## config.mk

```make
export PLATFORM = sky130hd
export DESIGN_NAME = ascii_command_frame_decoder_flat
export DESIGN_NICKNAME = d
export VERILOG_FILES = /design/src/design/acfd_pkg.sv /design/src/design/acfd_channels_if.sv /design/src/design/acfd_frame_ctl.sv /design/src/design/acfd_fields.sv /design/src/design/ascii_command_frame_decoder.sv /design/src/flat_wrapper.sv
export SDC_FILE = /design/constraint.sdc
export NUM_CORES = 1
export LEC_CHECK = 0
export ABC_CLOCK_PERIOD_IN_PS = 7100
export BUFFER_PORTS_ARGS = -buffer_cell sky130_fd_sc_hd__buf_2
export CAP_MARGIN = 20
export CORE_UTILIZATION = 50
export DETAILED_ROUTE_END_ITERATION = 10
export PLACE_DENSITY = 0.82
export SLEW_MARGIN = 20
export SYNTH_ARGS = -nofsm -noshare
export SYNTH_HDL_FRONTEND = slang
export SYNTH_SLANG_ARGS = --single-unit
```

## constraint.sdc

```tcl
create_clock -name clk -period 7.1 [get_ports clk]
set_input_delay 1.065 -clock clk [delete_from_list [all_inputs] [get_ports clk]]
set_output_delay 1.065 -clock clk [all_outputs]
set_load 0.1 [all_outputs]
```

## src/design/acfd_pkg.sv

```systemverilog
// Shared types, character codes and tag table of the ASCII command frame decoder.
// Depends on nothing; every other design file except the assertion header uses it by scoped names.
`timescale 1ns / 1ps

package acfd_pkg;

	// Frame geometry.
	localparam int HEADER_LENGTH = 3;
	localparam int FIELD_COUNT   = 4;
	localparam int NUM_VALUES    = 4;
	localparam int NUM_TAGS      = 6;

	typedef logic [7:0] char_t;
	typedef logic [2:0] comma_cnt_t;

	localparam comma_cnt_t COMMA_MAX     = 3'd7;
	localparam comma_cnt_t COMMA_EXPECT  = 3'(FIELD_COUNT - 1);

	// Characters the parser looks for.
	localparam char_t CHAR_DOLLAR = 8'h24;
	localparam char_t CHAR_C      = 8'h43;
	localparam char_t CHAR_M      = 8'h4D;
	localparam char_t CHAR_CR     = 8'h0D;
	localparam char_t CHAR_LF     = 8'h0A;
	localparam char_t CHAR_ONE    = 8'h31;
	localparam char_t CHAR_ZERO   = 8'h30;
	localparam char_t CHAR_NINE   = 8'h39;
	localparam char_t CHAR_COMMA  = 8'h2C;

	typedef enum logic [2:0] {
		CMD_TAKE_OFF,
		CMD_THROTTLE,
		CMD_HEIGHT,
		CMD_LOG,
		CMD_KEEP_ALIVE,
		CMD_ATTITUDE
	} cmd_t;

	// Tag bytes, first received byte at index 0.
	typedef logic [HEADER_LENGTH-1:0][7:0] tag_t;

	localparam tag_t TAG_TABLE [NUM_TAGS] = '{
		{"K", "A", "T"},
		{"R", "H", "T"},
		{"T", "E", "H"},
		{"G", "O", "L"},
		{"P", "E", "K"},
		{"L", "T", "C"}
	};

	typedef struct packed {
		logic hit;
		cmd_t code;
	} tag_match_t;

	// Field control from the frame sequencer to the accumulators.
	typedef struct packed {
		logic frame_start;
		logic digit_en;
		logic comma_en;
	} field_ctl_t;

	typedef logic signed [15:0] value_t;

	// One decoded command, as held in the output register.
	typedef struct packed {
		cmd_t   command;
		logic   arg_is_one;
		value_t roll_value;
		value_t pitch_value;
		value_t yaw_value;
		value_t thrust_value;
		logic   fields_valid;
	} result_t;

	// Look a tag up in the table; the entries are distinct, so at most one hits.
	function automatic tag_match_t tag_lookup(input tag_t tag);
		tag_match_t m;
		m.hit  = 1'b0;
		m.code = CMD_TAKE_OFF;
		for (int k = 0; k < NUM_TAGS; k++) begin
			if (tag == TAG_TABLE[k]) begin
				m.hit  = 1'b1;
				m.code = cmd_t'(3'(k));
			end
		end
		return m;
	endfunction

endpackage

```

## src/design/acfd_channels_if.sv

```systemverilog
// Valid/ready channel interfaces of the ASCII command frame decoder.
// Depends on acfd_pkg for the payload types.
`timescale 1ns / 1ps

// Received byte channel.
interface acfd_rx_if;
	logic          valid;
	logic          ready;
	acfd_pkg::char_t rx_byte;

	modport source (output valid, output rx_byte, input ready);
	modport sink (input valid, input rx_byte, output ready);
endinterface

// Decoded command channel.
interface acfd_cmd_if;
	logic             valid;
	logic             ready;
	logic [2:0]       command;
	logic             arg_is_one;
	acfd_pkg::value_t roll_value;
	acfd_pkg::value_t pitch_value;
	acfd_pkg::value_t yaw_value;
	acfd_pkg::value_t thrust_value;
	logic             fields_valid;

	modport source (
		output valid, output command, output arg_is_one, output roll_value,
		output pitch_value, output yaw_value, output thrust_value,
		output fields_valid, input ready
	);
	modport sink (
		input valid, input command, input arg_is_one, input roll_value,
		input pitch_value, input yaw_value, input thrust_value,
		input fields_valid, output ready
	);
endinterface

```

## src/design/acfd_frame_ctl.sv

```systemverilog
// Frame sequencer: header match, tag capture, first payload byte and frame end.
// Depends on acfd_pkg; drives the field accumulators through a field_ctl_t.
`timescale 1ns / 1ps

module acfd_frame_ctl (
	input  logic                 clk,
	input  logic                 arst_n,
	input  logic                 fire,
	input  acfd_pkg::char_t      rx_byte,
	output acfd_pkg::field_ctl_t field_ctl,
	output logic                 done,
	output acfd_pkg::cmd_t       command,
	output logic                 arg_is_one
);

	typedef enum logic [2:0] {
		ST_IDLE,
		ST_DOLLAR,
		ST_GOT_C,
		ST_TAG0,
		ST_TAG1,
		ST_TAG2,
		ST_PAYLOAD
	} stage_t;

	stage_t               stage_q;
	acfd_pkg::tag_t       tag_q;
	acfd_pkg::char_t      first_q;
	logic                 seen_q;
	logic                 saw_cr_q;
	logic                 pdone_q;

	logic                 is_cr;
	logic                 is_lf;
	logic                 is_dollar;
	logic                 is_digit;
	logic                 is_comma;
	logic                 in_idle;
	logic                 in_payload;
	logic                 frame_end;
	logic [1:0]           tag_idx;
	acfd_pkg::tag_match_t match;

	// Byte classes.
	assign is_cr     = (rx_byte == acfd_pkg::CHAR_CR);
	assign is_lf     = (rx_byte == acfd_pkg::CHAR_LF);
	assign is_dollar = (rx_byte == acfd_pkg::CHAR_DOLLAR);
	assign is_comma  = (rx_byte == acfd_pkg::CHAR_COMMA);
	assign is_digit  = (rx_byte >= acfd_pkg::CHAR_ZERO) && (rx_byte <= acfd_pkg::CHAR_NINE);

	// Stage decode; any stage outside the header, tag and payload waits for a dollar.
	always_comb begin
		in_idle    = 1'b0;
		in_payload = 1'b0;
		tag_idx    = 2'd0;
		unique case (stage_q)
			ST_DOLLAR, ST_GOT_C: begin
			end
			ST_TAG0: tag_idx = 2'd0;
			ST_TAG1: tag_idx = 2'd1;
			ST_TAG2: tag_idx = 2'd2;
			ST_PAYLOAD: in_payload = 1'b1;
			default: in_idle = 1'b1;
		endcase
	end

	// A CR LF pair in the payload closes the frame.
	assign frame_end = fire && in_payload && saw_cr_q && is_lf;

	// Digits and commas count only before the first CR of the payload.
	assign field_ctl.frame_start = fire && in_idle && is_dollar;
	assign field_ctl.digit_en    = fire && in_payload && !frame_end && !is_cr && !pdone_q
		&& is_digit;
	assign field_ctl.comma_en    = fire && in_payload && !frame_end && !is_cr && !pdone_q
		&& is_comma;

	// Result of a closing frame.
	assign match      = acfd_pkg::tag_lookup(tag_q);
	assign done       = frame_end && match.hit;
	assign command    = match.code;
	assign arg_is_one = seen_q && (first_q == acfd_pkg::CHAR_ONE);

	// Sequencer state.
	always_ff @(posedge clk or negedge arst_n) begin
		if (!arst_n) begin
			stage_q  <= ST_IDLE;
			tag_q    <= '0;
			first_q  <= '0;
			seen_q   <= 1'b0;
			saw_cr_q <= 1'b0;
			pdone_q  <= 1'b0;
		end else if (fire) begin
			unique case (stage_q)
				ST_DOLLAR: begin
					stage_q <= (rx_byte == acfd_pkg::CHAR_C) ? ST_GOT_C
						: (is_dollar ? ST_DOLLAR : ST_IDLE);
				end
				ST_GOT_C: begin
					stage_q <= (rx_byte == acfd_pkg::CHAR_M) ? ST_TAG0
						: (is_dollar ? ST_DOLLAR : ST_IDLE);
				end
				ST_TAG0, ST_TAG1, ST_TAG2: begin
					if (saw_cr_q && is_lf) begin
						stage_q <= ST_IDLE;
					end else begin
						tag_q[tag_idx] <= rx_byte;
						saw_cr_q       <= is_cr;
						stage_q        <= stage_t'(3'(stage_q) + 3'd1);
					end
				end
				ST_PAYLOAD: begin
					if (frame_end) begin
						stage_q <= ST_IDLE;
					end else begin
						if (!seen_q) begin
							first_q <= rx_byte;
							seen_q  <= 1'b1;
						end
						if (is_cr) begin
							pdone_q <= 1'b1;
						end
						saw_cr_q <= is_cr;
					end
				end
				default: begin
					if (is_dollar) begin
						tag_q    <= '0;
						first_q  <= '0;
						seen_q   <= 1'b0;
						saw_cr_q <= 1'b0;
						pdone_q  <= 1'b0;
						stage_q  <= ST_DOLLAR;
					end else begin
						stage_q <= ST_IDLE;
					end
				end
			endcase
		end
	end

endmodule

```

## src/design/acfd_fields.sv

```systemverilog
// Decimal field accumulators and comma counter of an attitude frame.
// Depends on acfd_pkg; controlled by acfd_frame_ctl through a field_ctl_t.
`timescale 1ns / 1ps

module acfd_fields (
	input  logic                                      clk,
	input  logic                                      arst_n,
	input  acfd_pkg::field_ctl_t                      field_ctl,
	input  logic [3:0]                                digit,
	output logic [acfd_pkg::NUM_VALUES-1:0][15:0]     values,
	output logic                                      fields_valid
);

	logic [15:0]          acc_q [acfd_pkg::FIELD_COUNT];
	acfd_pkg::comma_cnt_t comma_q;

	// Comma count saturates; the fields are well formed with exactly one comma fewer
	// than there are fields.
	always_ff @(posedge clk or negedge arst_n) begin
		if (!arst_n) begin
			comma_q <= '0;
		end else if (field_ctl.frame_start) begin
			comma_q <= '0;
		end else if (field_ctl.comma_en && (comma_q != acfd_pkg::COMMA_MAX)) begin
			comma_q <= comma_q + 3'd1;
		end
	end

	assign fields_valid = (comma_q == acfd_pkg::COMMA_EXPECT);

	// Each accumulator takes digits while the comma count points at it; times ten
	// is two shifts and an add, wrapping at 16 bits.
	always_ff @(posedge clk or negedge arst_n) begin
		if (!arst_n) begin
			for (int i = 0; i < acfd_pkg::FIELD_COUNT; i++) begin
				acc_q[i] <= '0;
			end
		end else begin
			for (int i = 0; i < acfd_pkg::FIELD_COUNT; i++) begin
				if (field_ctl.frame_start) begin
					acc_q[i] <= '0;
				end else if (field_ctl.digit_en && (comma_q == 3'(i))) begin
					acc_q[i] <= (acc_q[i] << 3) + (acc_q[i] << 1) + {12'd0, digit};
				end
			end
		end
	end

	// Value slots without an accumulator read as zero.
	for (genvar j = 0; j < acfd_pkg::NUM_VALUES; j++) begin : g_value
		if (j < acfd_pkg::FIELD_COUNT) begin : g_acc
			assign values[j] = acc_q[j];
		end else begin : g_zero
			assign values[j] = '0;
		end
	end

endmodule

```

## src/design/ascii_command_frame_decoder.sv

```systemverilog
// Top level of the ASCII command frame decoder: byte register, sequencer,
// field accumulators and result register. Depends on acfd_pkg and acfd_channels_if.
`timescale 1ns / 1ps

// Channel  Dir  Payload                                    Accepted when
// rx       in   rx_byte                                    rx.valid & rx.ready
// cmd      out  command, arg_is_one, four values, valid    cmd.valid & cmd.ready
//
// One byte per cycle sustained. A byte is decoded against the frame state while it
// sits in the byte register; a request appears on cmd the cycle after the closing LF
// is decoded. The byte register stalls only while a request waits in the result
// register. rx.ready stays low during reset and the cycle after.
module ascii_command_frame_decoder (
	input  logic        clk,
	input  logic        arst_n,
	acfd_rx_if.sink     rx,
	acfd_cmd_if.source  cmd
);

	logic                                   init_q;
	logic                                   vld_s1;
	acfd_pkg::char_t                        rx_s1;
	logic                                   out_vld_q;
	acfd_pkg::result_t                      result_q;

	logic                                   accept;
	logic                                   fire;
	logic                                   done;
	logic                                   arg_is_one;
	logic                                   fields_valid;
	logic                                   is_att;
	acfd_pkg::cmd_t                         command;
	acfd_pkg::field_ctl_t                   field_ctl;
	logic [acfd_pkg::NUM_VALUES-1:0][15:0]  values;
	acfd_pkg::result_t                      result_d;

	// Handshake: the byte register is decoded whenever the result register can take
	// what it yields.
	assign fire     = vld_s1 && (!out_vld_q || cmd.ready);
	assign rx.ready = init_q && (!vld_s1 || fire);
	assign accept   = rx.valid && rx.ready;

	// Control registers.
	always_ff @(posedge clk or negedge arst_n) begin
		if (!arst_n) begin
			init_q    <= 1'b0;
			vld_s1    <= 1'b0;
			out_vld_q <= 1'b0;
		end else begin
			init_q <= 1'b1;
			if (accept) begin
				vld_s1 <= 1'b1;
			end else if (fire) begin
				vld_s1 <= 1'b0;
			end
			if (fire) begin
				out_vld_q <= done;
			end else if (cmd.ready) begin
				out_vld_q <= 1'b0;
			end
		end
	end

	// Payload registers.
	always_ff @(posedge clk) begin
		if (accept) begin
			rx_s1 <= rx.rx_byte;
		end
		if (fire && done) begin
			result_q <= result_d;
		end
	end

	acfd_frame_ctl u_frame_ctl (
		.clk        (clk),
		.arst_n     (arst_n),
		.fire       (fire),
		.rx_byte    (rx_s1),
		.field_ctl  (field_ctl),
		.done       (done),
		.command    (command),
		.arg_is_one (arg_is_one)
	);

	acfd_fields u_fields (
		.clk          (clk),
		.arst_n       (arst_n),
		.field_ctl    (field_ctl),
		.digit        (rx_s1[3:0]),
		.values       (values),
		.fields_valid (fields_valid)
	);

	// Only an attitude command carries values.
	assign is_att = (command == acfd_pkg::CMD_ATTITUDE);

	always_comb begin
		result_d.command      = command;
		result_d.arg_is_one   = arg_is_one;
		result_d.roll_value   = is_att ? values[0] : '0;
		result_d.pitch_value  = is_att ? values[1] : '0;
		result_d.yaw_value    = is_att ? values[2] : '0;
		result_d.thrust_value = is_att ? values[3] : '0;
		result_d.fields_valid = is_att && fields_valid;
	end

	// Output channel.
	assign cmd.valid        = out_vld_q;
	assign cmd.command      = result_q.command;
	assign cmd.arg_is_one   = result_q.arg_is_one;
	assign cmd.roll_value   = result_q.roll_value;
	assign cmd.pitch_value  = result_q.pitch_value;
	assign cmd.yaw_value    = result_q.yaw_value;
	assign cmd.thrust_value = result_q.thrust_value;
	assign cmd.fields_valid = result_q.fields_valid;

endmodule

```

## src/flat_wrapper.sv

```systemverilog
// flat-port wrapper written by rule: the top's interface ports become plain ports
module ascii_command_frame_decoder_flat 
  (clk, arst_n, rx_valid, rx_rx_byte, rx_ready, cmd_valid, cmd_command, cmd_arg_is_one, cmd_roll_value, cmd_pitch_value, cmd_yaw_value, cmd_thrust_value, cmd_fields_valid, cmd_ready);
  acfd_rx_if rx_i ();
  acfd_cmd_if cmd_i ();
  input  logic clk;
  input  logic arst_n;
  input wire logic [$bits(rx_i.valid)-1:0] rx_valid;
  input wire logic [$bits(rx_i.rx_byte)-1:0] rx_rx_byte;
  output wire logic [$bits(rx_i.ready)-1:0] rx_ready;
  output wire logic [$bits(cmd_i.valid)-1:0] cmd_valid;
  output wire logic [$bits(cmd_i.command)-1:0] cmd_command;
  output wire logic [$bits(cmd_i.arg_is_one)-1:0] cmd_arg_is_one;
  output wire logic [$bits(cmd_i.roll_value)-1:0] cmd_roll_value;
  output wire logic [$bits(cmd_i.pitch_value)-1:0] cmd_pitch_value;
  output wire logic [$bits(cmd_i.yaw_value)-1:0] cmd_yaw_value;
  output wire logic [$bits(cmd_i.thrust_value)-1:0] cmd_thrust_value;
  output wire logic [$bits(cmd_i.fields_valid)-1:0] cmd_fields_valid;
  input wire logic [$bits(cmd_i.ready)-1:0] cmd_ready;
  assign rx_i.valid = rx_valid;
  assign rx_i.rx_byte = rx_rx_byte;
  assign rx_ready = rx_i.ready;
  assign cmd_valid = cmd_i.valid;
  assign cmd_command = cmd_i.command;
  assign cmd_arg_is_one = cmd_i.arg_is_one;
  assign cmd_roll_value = cmd_i.roll_value;
  assign cmd_pitch_value = cmd_i.pitch_value;
  assign cmd_yaw_value = cmd_i.yaw_value;
  assign cmd_thrust_value = cmd_i.thrust_value;
  assign cmd_fields_valid = cmd_i.fields_valid;
  assign cmd_i.ready = cmd_ready;
  ascii_command_frame_decoder u_core (.clk(clk), .arst_n(arst_n), .rx(rx_i), .cmd(cmd_i));
endmodule
```

## Word level (Yosys, flattened, before mapping)

Cells that the tools add are included.

- Word-level logic and storage cells: 172
- Bits of input ports: 12
- Output and inout bits: 71
- Flip-flop bits (word level): 185

- Eq/ne operators: 29
- Order comparisons: 4
- Bitwise logic cells: 3
- Mux-type cells: 48
- Reduce and logical (&&, ||, !) cells: 54
- Add/sub/neg operators: 10

Operators by type and width:

| kind | number |
|---|---|
| == test 24 x 23 -> 1 bit (second input constant) | 6 |
| two-way mux 16 bit | 8 |
| adder 16 bit | 4 |
| adder 16 x 4 -> 16 bit | 4 |
| two-way mux 24 bit | 2 |
| case mux 24 bit (2 select lines) | 1 |
| two-way mux 8 bit | 4 |
| logical AND 1 bit | 25 |
| bitwise mux 24 bit | 1 |
| == test 8 x 6 -> 1 bit (second input constant) | 3 |
| two-way mux 4 bit | 6 |
| two-way mux 3 bit | 6 |
| nonzero test 2 bit | 9 |
| demux 8 bit (select 2 bit) | 1 |
| == test 8 x 4 -> 1 bit (second input constant) | 2 |
| == test 8 x 7 -> 1 bit (second input constant) | 2 |
| case mux 8 bit (2 select lines) | 1 |
| AND reduction 5 bit | 3 |
| two-way mux 1 bit | 13 |
| == test 3 x 2 -> 1 bit (second input constant) | 4 |
| == test 3 bit (second input constant) | 4 |
| case mux 3 bit (4 select lines) | 1 |
| inequality test 2 bit (second input constant) | 5 |
| greater-or-equal comparator 8 x 6 -> 1 bit (second input constant) | 1 |
| 20 further kinds | 32 |

## Longest topological paths before layout

- Depth after elaboration: 14
- Gate-level depth with buffers: 12

## Cells and area by module

From an unflattened synthesis, not the netlist that was laid out.

- Cell total of the unflattened synthesis: 993
- Area, all modules: 10,790.3 um2

By module, submodules not included:

| module | cells an instance | sequential area each (um2) | times used | area an instance (um2) |
|---|---|---|---|---|
| acfd_fields | 610 | 1,676.6 | 1 | 5,704.2 |
| ascii_command_frame_decoder | 165 | 2,387.3 | 1 | 2,934.1 |
| acfd_frame_ctl | 218 | 950.9 | 1 | 2,152.1 |

## Worst setup path before layout

Ideal clock, no wire load.

- Path type: reg2reg
- Start point: register u_core.u_frame_ctl.tag_q[0] in the netlist's numbering
- End point: register u_core.result_q, in the netlist u_core.cmd.arg_is_one (enable)
- Path buffers: 0
- Slack: 138 ps
- Setup time: 581 ps
- Cell stages (with the launch flop): 6
- Data required time: 6,519 ps
- Period minus slack after synthesis: 6,962 ps
- Arrival time: 6,381 ps
- Cell sequence: dfrtp_1 > or4b_2 > or4_1 > nor2_1 > nor4_1 > nor3_1

- Longest elaborated chain between the ends: 9
- Elaborated cells between the ends (all ways): 14
- Classes of those cells: eq/ne: 6; mux: 6; reduce/logical: 2

RTL lines:

| element | RTL line | text |
|---|---|---|
| start: declaration | acfd_frame_ctl.sv:27 | `acfd_pkg::tag_t tag_q;` |
| start signal: indexed assignment | acfd_frame_ctl.sv:106 | `tag_q[tag_idx] <= rx_byte;` |
| == test 24 x 23 -> 1 bit | acfd_pkg.sv:82 | `if (tag == TAG_TABLE[k]) begin` |
| two-way mux 4 bit (5 in series) | acfd_pkg.sv:82 |  |
| two-way mux 4 bit (*) | acfd_pkg.sv:82 |  |
| logical AND 1 bit (*) | acfd_frame_ctl.sv:79 | `assign done = frame_end && match.hit;` |
| logical AND 1 bit (*) | ascii_command_frame_decoder.sv:69 | `if (fire && done) begin` |
| end signal: assignment | ascii_command_frame_decoder.sv:70 | `result_q <= result_d;` |
| end: declaration | ascii_command_frame_decoder.sv:24 | `acfd_pkg::result_t result_q;` |

Mark *: on every way between the ends. The rest lies on a longest branch, timed or not.
A chain may end at the register's enable or synchronous reset.

## Worst setup path in the final report

- Start point: register u_core.rx_s1[3]
- End point: register u_core.u_fields.acc_q, in the netlist u_core.u_fields.values[30]

- Longest elaborated chain between the ends: 9
- Elaborated cells between the ends (all ways): 19
- Classes of those cells: add/sub: 1; order compare: 2; eq/ne: 3; mux: 2; reduce/logical: 11

RTL lines:

| element | RTL line | text |
|---|---|---|
| start: declaration | ascii_command_frame_decoder.sv:22 | `acfd_pkg::char_t rx_s1;` |
| start signal: assignment | ascii_command_frame_decoder.sv:67 | `rx_s1 <= rx.rx_byte;` |
| parallel branches: the longest is 9 deep, another holds adder 16 x 4 -> 16 bit | -- |  |
| end signal: indexed assignment | acfd_fields.sv:43 | `acc_q[i] <= (acc_q[i] << 3) + (acc_q[i] << 1) + {12'd0, digit};` |
| end: declaration | acfd_fields.sv:14 | `logic [15:0] acc_q [acfd_pkg::FIELD_COUNT];` |

Parallel ways; which one is timed is not known. The select of a mux whose other input is x is not followed.

==> reports/results.tsv <==
metric	value	unit
reg2reg_slack	3.39	ns
yosys.area_share.simple	18.4	%
fillerInstances	1740	
root_buffer	clkbuf_16	
critPathLaunch	u_core.rx_s1[3]	
crit_path_end	u_core.u_fields.values[30]	
synth_nets	1161	
cts_tree	built	
critPathKind	flip-flop to flip-flop	
gp_congestion	0.925	
fin_ws	3.39	ns
drv_cap	0	
synth_area	0.0108	mm²
clock-sinks	185	
die_h	149	µm
ys.flop_type	dfrtp_1	
synth_largest_area_cell	dfrtp_1	
hold_path.class	flip-flop to flip-flop	
vdd_ir_drop_max	0.000209	V
avgRoutedWirePerCell	16.3	µm
cts_max_level	4	
p_per_area	200	mW/mm²
cts_resized	0	
synth_fa_ha_area_share	14.8	%
die-area	0.0222	mm²
hp-start	u_core.u_frame_ctl.tag_q[7]	
total_power	2.42	mW
ys_ff_latch	185	
synth.most_common_cell	ha_1	
final_hold_viol_count	0	
grt_pass1_vias	7802	
synthMuxAreaShare	0.278	%
final_cells	1383	
grt_pass1_wl	37.8	mm
track_usage	21.5	%
synth.yosys.seq_area_share	46.5	%
fin_setup_tns	0	ns
fp.coreArea	0.0211	mm²
synth_top_family_by_area	simple AND/OR/NAND/NOR gates	
slew_violations	0	
grt_max_degree	78	
synth_top_area_share	25.0	%
via_count	8006	
drt_first_pass_iters	5	
relSlewSlack	38.1	%
clk_latency	0.44	ns
start_util	51.2	%
syn_avg_cell_area	10.5	µm²
reg2reg_depth	11	
antenna_found_initial	0	
cts_setup_buffers	0	
drt_iter0_markers	601	
hold_buffers	0	
cts_made_buffers	17	
nets	1230	
worst_setup_path_start_kind	flip-flop	
synthXorXnorAreaFrac	3.73	%
synth-async-reset-ratio	58.4	%
crit_arrival	4.07	ns
crit_fanout	9	
area_growth	12.0	%
pre_cts_ws	3.46	ns
io_pins	83	
synthCells	1026	
setup.worst_path.end_class	flip-flop	
synthTopCellsByCount	ha_1, dfrtp_1, nand2_1	
synth_edf_count	77	
rsz0062_at_grt	no	
die_w	149	µm
ys_warn_count	0	
setup_violations	0	
worst_pin_slew	0.927	ns
r2r_end	u_core.u_fields.values[30]	
drcViolationCount	0	
dpl.cell_count	1350	
hpwl	15.3	mm
rows	53	
period_needed	3.71	ns
synth-compound-area-share	13.4	%
routed_via_density	5.79	
port_buffers	82	
drt-total-wl	22.6	mm
synth_cell_types	69	
drive_gt1_share	12.2	%
outcome	finished clean	
rr_startpoint	u_core.rx_s1[3]	
period_share	52.2	%
power_leakage	5.36	nW
grt-ovfl-total	0	
skew	0.00969	ns
clk_path_buf_depth	2	
whs_path_depth	2	
ys_top_cells_by_area	dfrtp_1, edfxtp_1, ha_1, nand3_1, and2_1	
insertedDiodeCount	0	
path_clk_slew	0.07	ns
ant_nets	0	
clock.fmax	0.270	GHz
cp.required	7.46	ns
[metal layers]
layer,GRT usage (%),up-vias,part of all wire (%)
li1,-,3900,-
met1,28.1,3871,45
met2,36.3,206,49
met3,4.10,29,4.6
met4,6.07,0,1.4
met5,0,-,0
[registers in the layout (all words and copies together) (netlist names), 3 cells and up]
| name | count |
|---|---|
| u_core.u_frame_ctl.stage_q | 3 |
| u_core.u_frame_ctl.tag_q | 24 |
| u_core.u_fields.comma_q | 3 |
| u_core.cmd.pitch_value | 16 |
| u_core.u_frame_ctl.first_q | 8 |
| u_core.cmd.command | 3 |
| u_core.u_fields.values | 64 |
| u_core.cmd.roll_value | 16 |
| u_core.cmd.yaw_value | 16 |
| u_core.rx_s1 | 8 |
| u_core.cmd.thrust_value | 16 |
[report_power, final]
part,internal [mW],switching [mW]
logic,0.0715,0.106
registers,1.16,0.0513
clock network,0.597,0.435
[placed cells by master, fill, tap and decap left out, drive strengths merged, types with 8 or more instances in the layout]
cell / n
a21o: 20
a21oi: 43
a22o: 16
and2: 63
buf: 88
clkbuf: 17
dfrtp: 108
edfxtp: 77
fa: 8
ha: 115
inv: 41
nand2: 88
nand2b: 10
nand3: 83
nand4: 8
nor2: 41
nor3: 18
nor4: 19
o21a: 9
o21ai: 76
o31ai: 12
xnor2: 23
xor2: 23
[area by class of cell]
type / count / area [µm²] / area share [%]
clock buffer: 17 / 425 / 3.52
timing repair buffer: 88 / 478 / 3.95
multi-input combinational: 767 / 5480 / 45.3
sequential: 185 / 5010 / 41.5
clock inverter: 15 / 214 / 1.77
inverter: 36 / 135 / 1.12
tap: 275 / 344 / 2.85
[cells by family after synthesis]
family / after synthesis
other: 1
adder cells (fa/ha/maj): 123
AND/OR/NAND/NOR: 371
buffers and inverters: 74
AO/OA/AOI/OAI: 223
XOR/XNOR: 46
multiplexers: 3
flip-flops: 185
[through the flow]
step	utilization, %	cell area [µm²]	hold slack [ns]
after floorplan	-	10800	0.449
after global placement	54.2	11400	0.471
after detailed placement	54.2	11400	0.475
after CTS	57.2	12100	0.491
after global routing	57.3	12100	0.513
final	57.3	12100	0.486
[worst max-delay path: stages (launching register included)]
cell      delay (ns)
edfxtp_1        0.57
inv_1           0.31
fa_1            0.56
inv_1           0.07
fa_1            0.46
a21o_1          0.19
a21oi_1         0.25
o21ai_0         0.16
a211oi_1        0.33
o31ai_1         0.15
or4b_1          0.47
nand3_1         0.10
[worst min path at each step]
stage,to
6_report,u_core.u_frame_ctl.tag_q[7]
5_1_grt,u_core.u_frame_ctl.pdone_q
4_1_cts,u_core.u_frame_ctl.tag_q[7]
3_5_place_dp,u_core.u_frame_ctl.tag_q[7]
3_3_place_gp,u_core.u_frame_ctl.tag_q[5]
2_1_floorplan,u_core.u_frame_ctl.tag_q[5]
(Power assumes the default switching activity.)
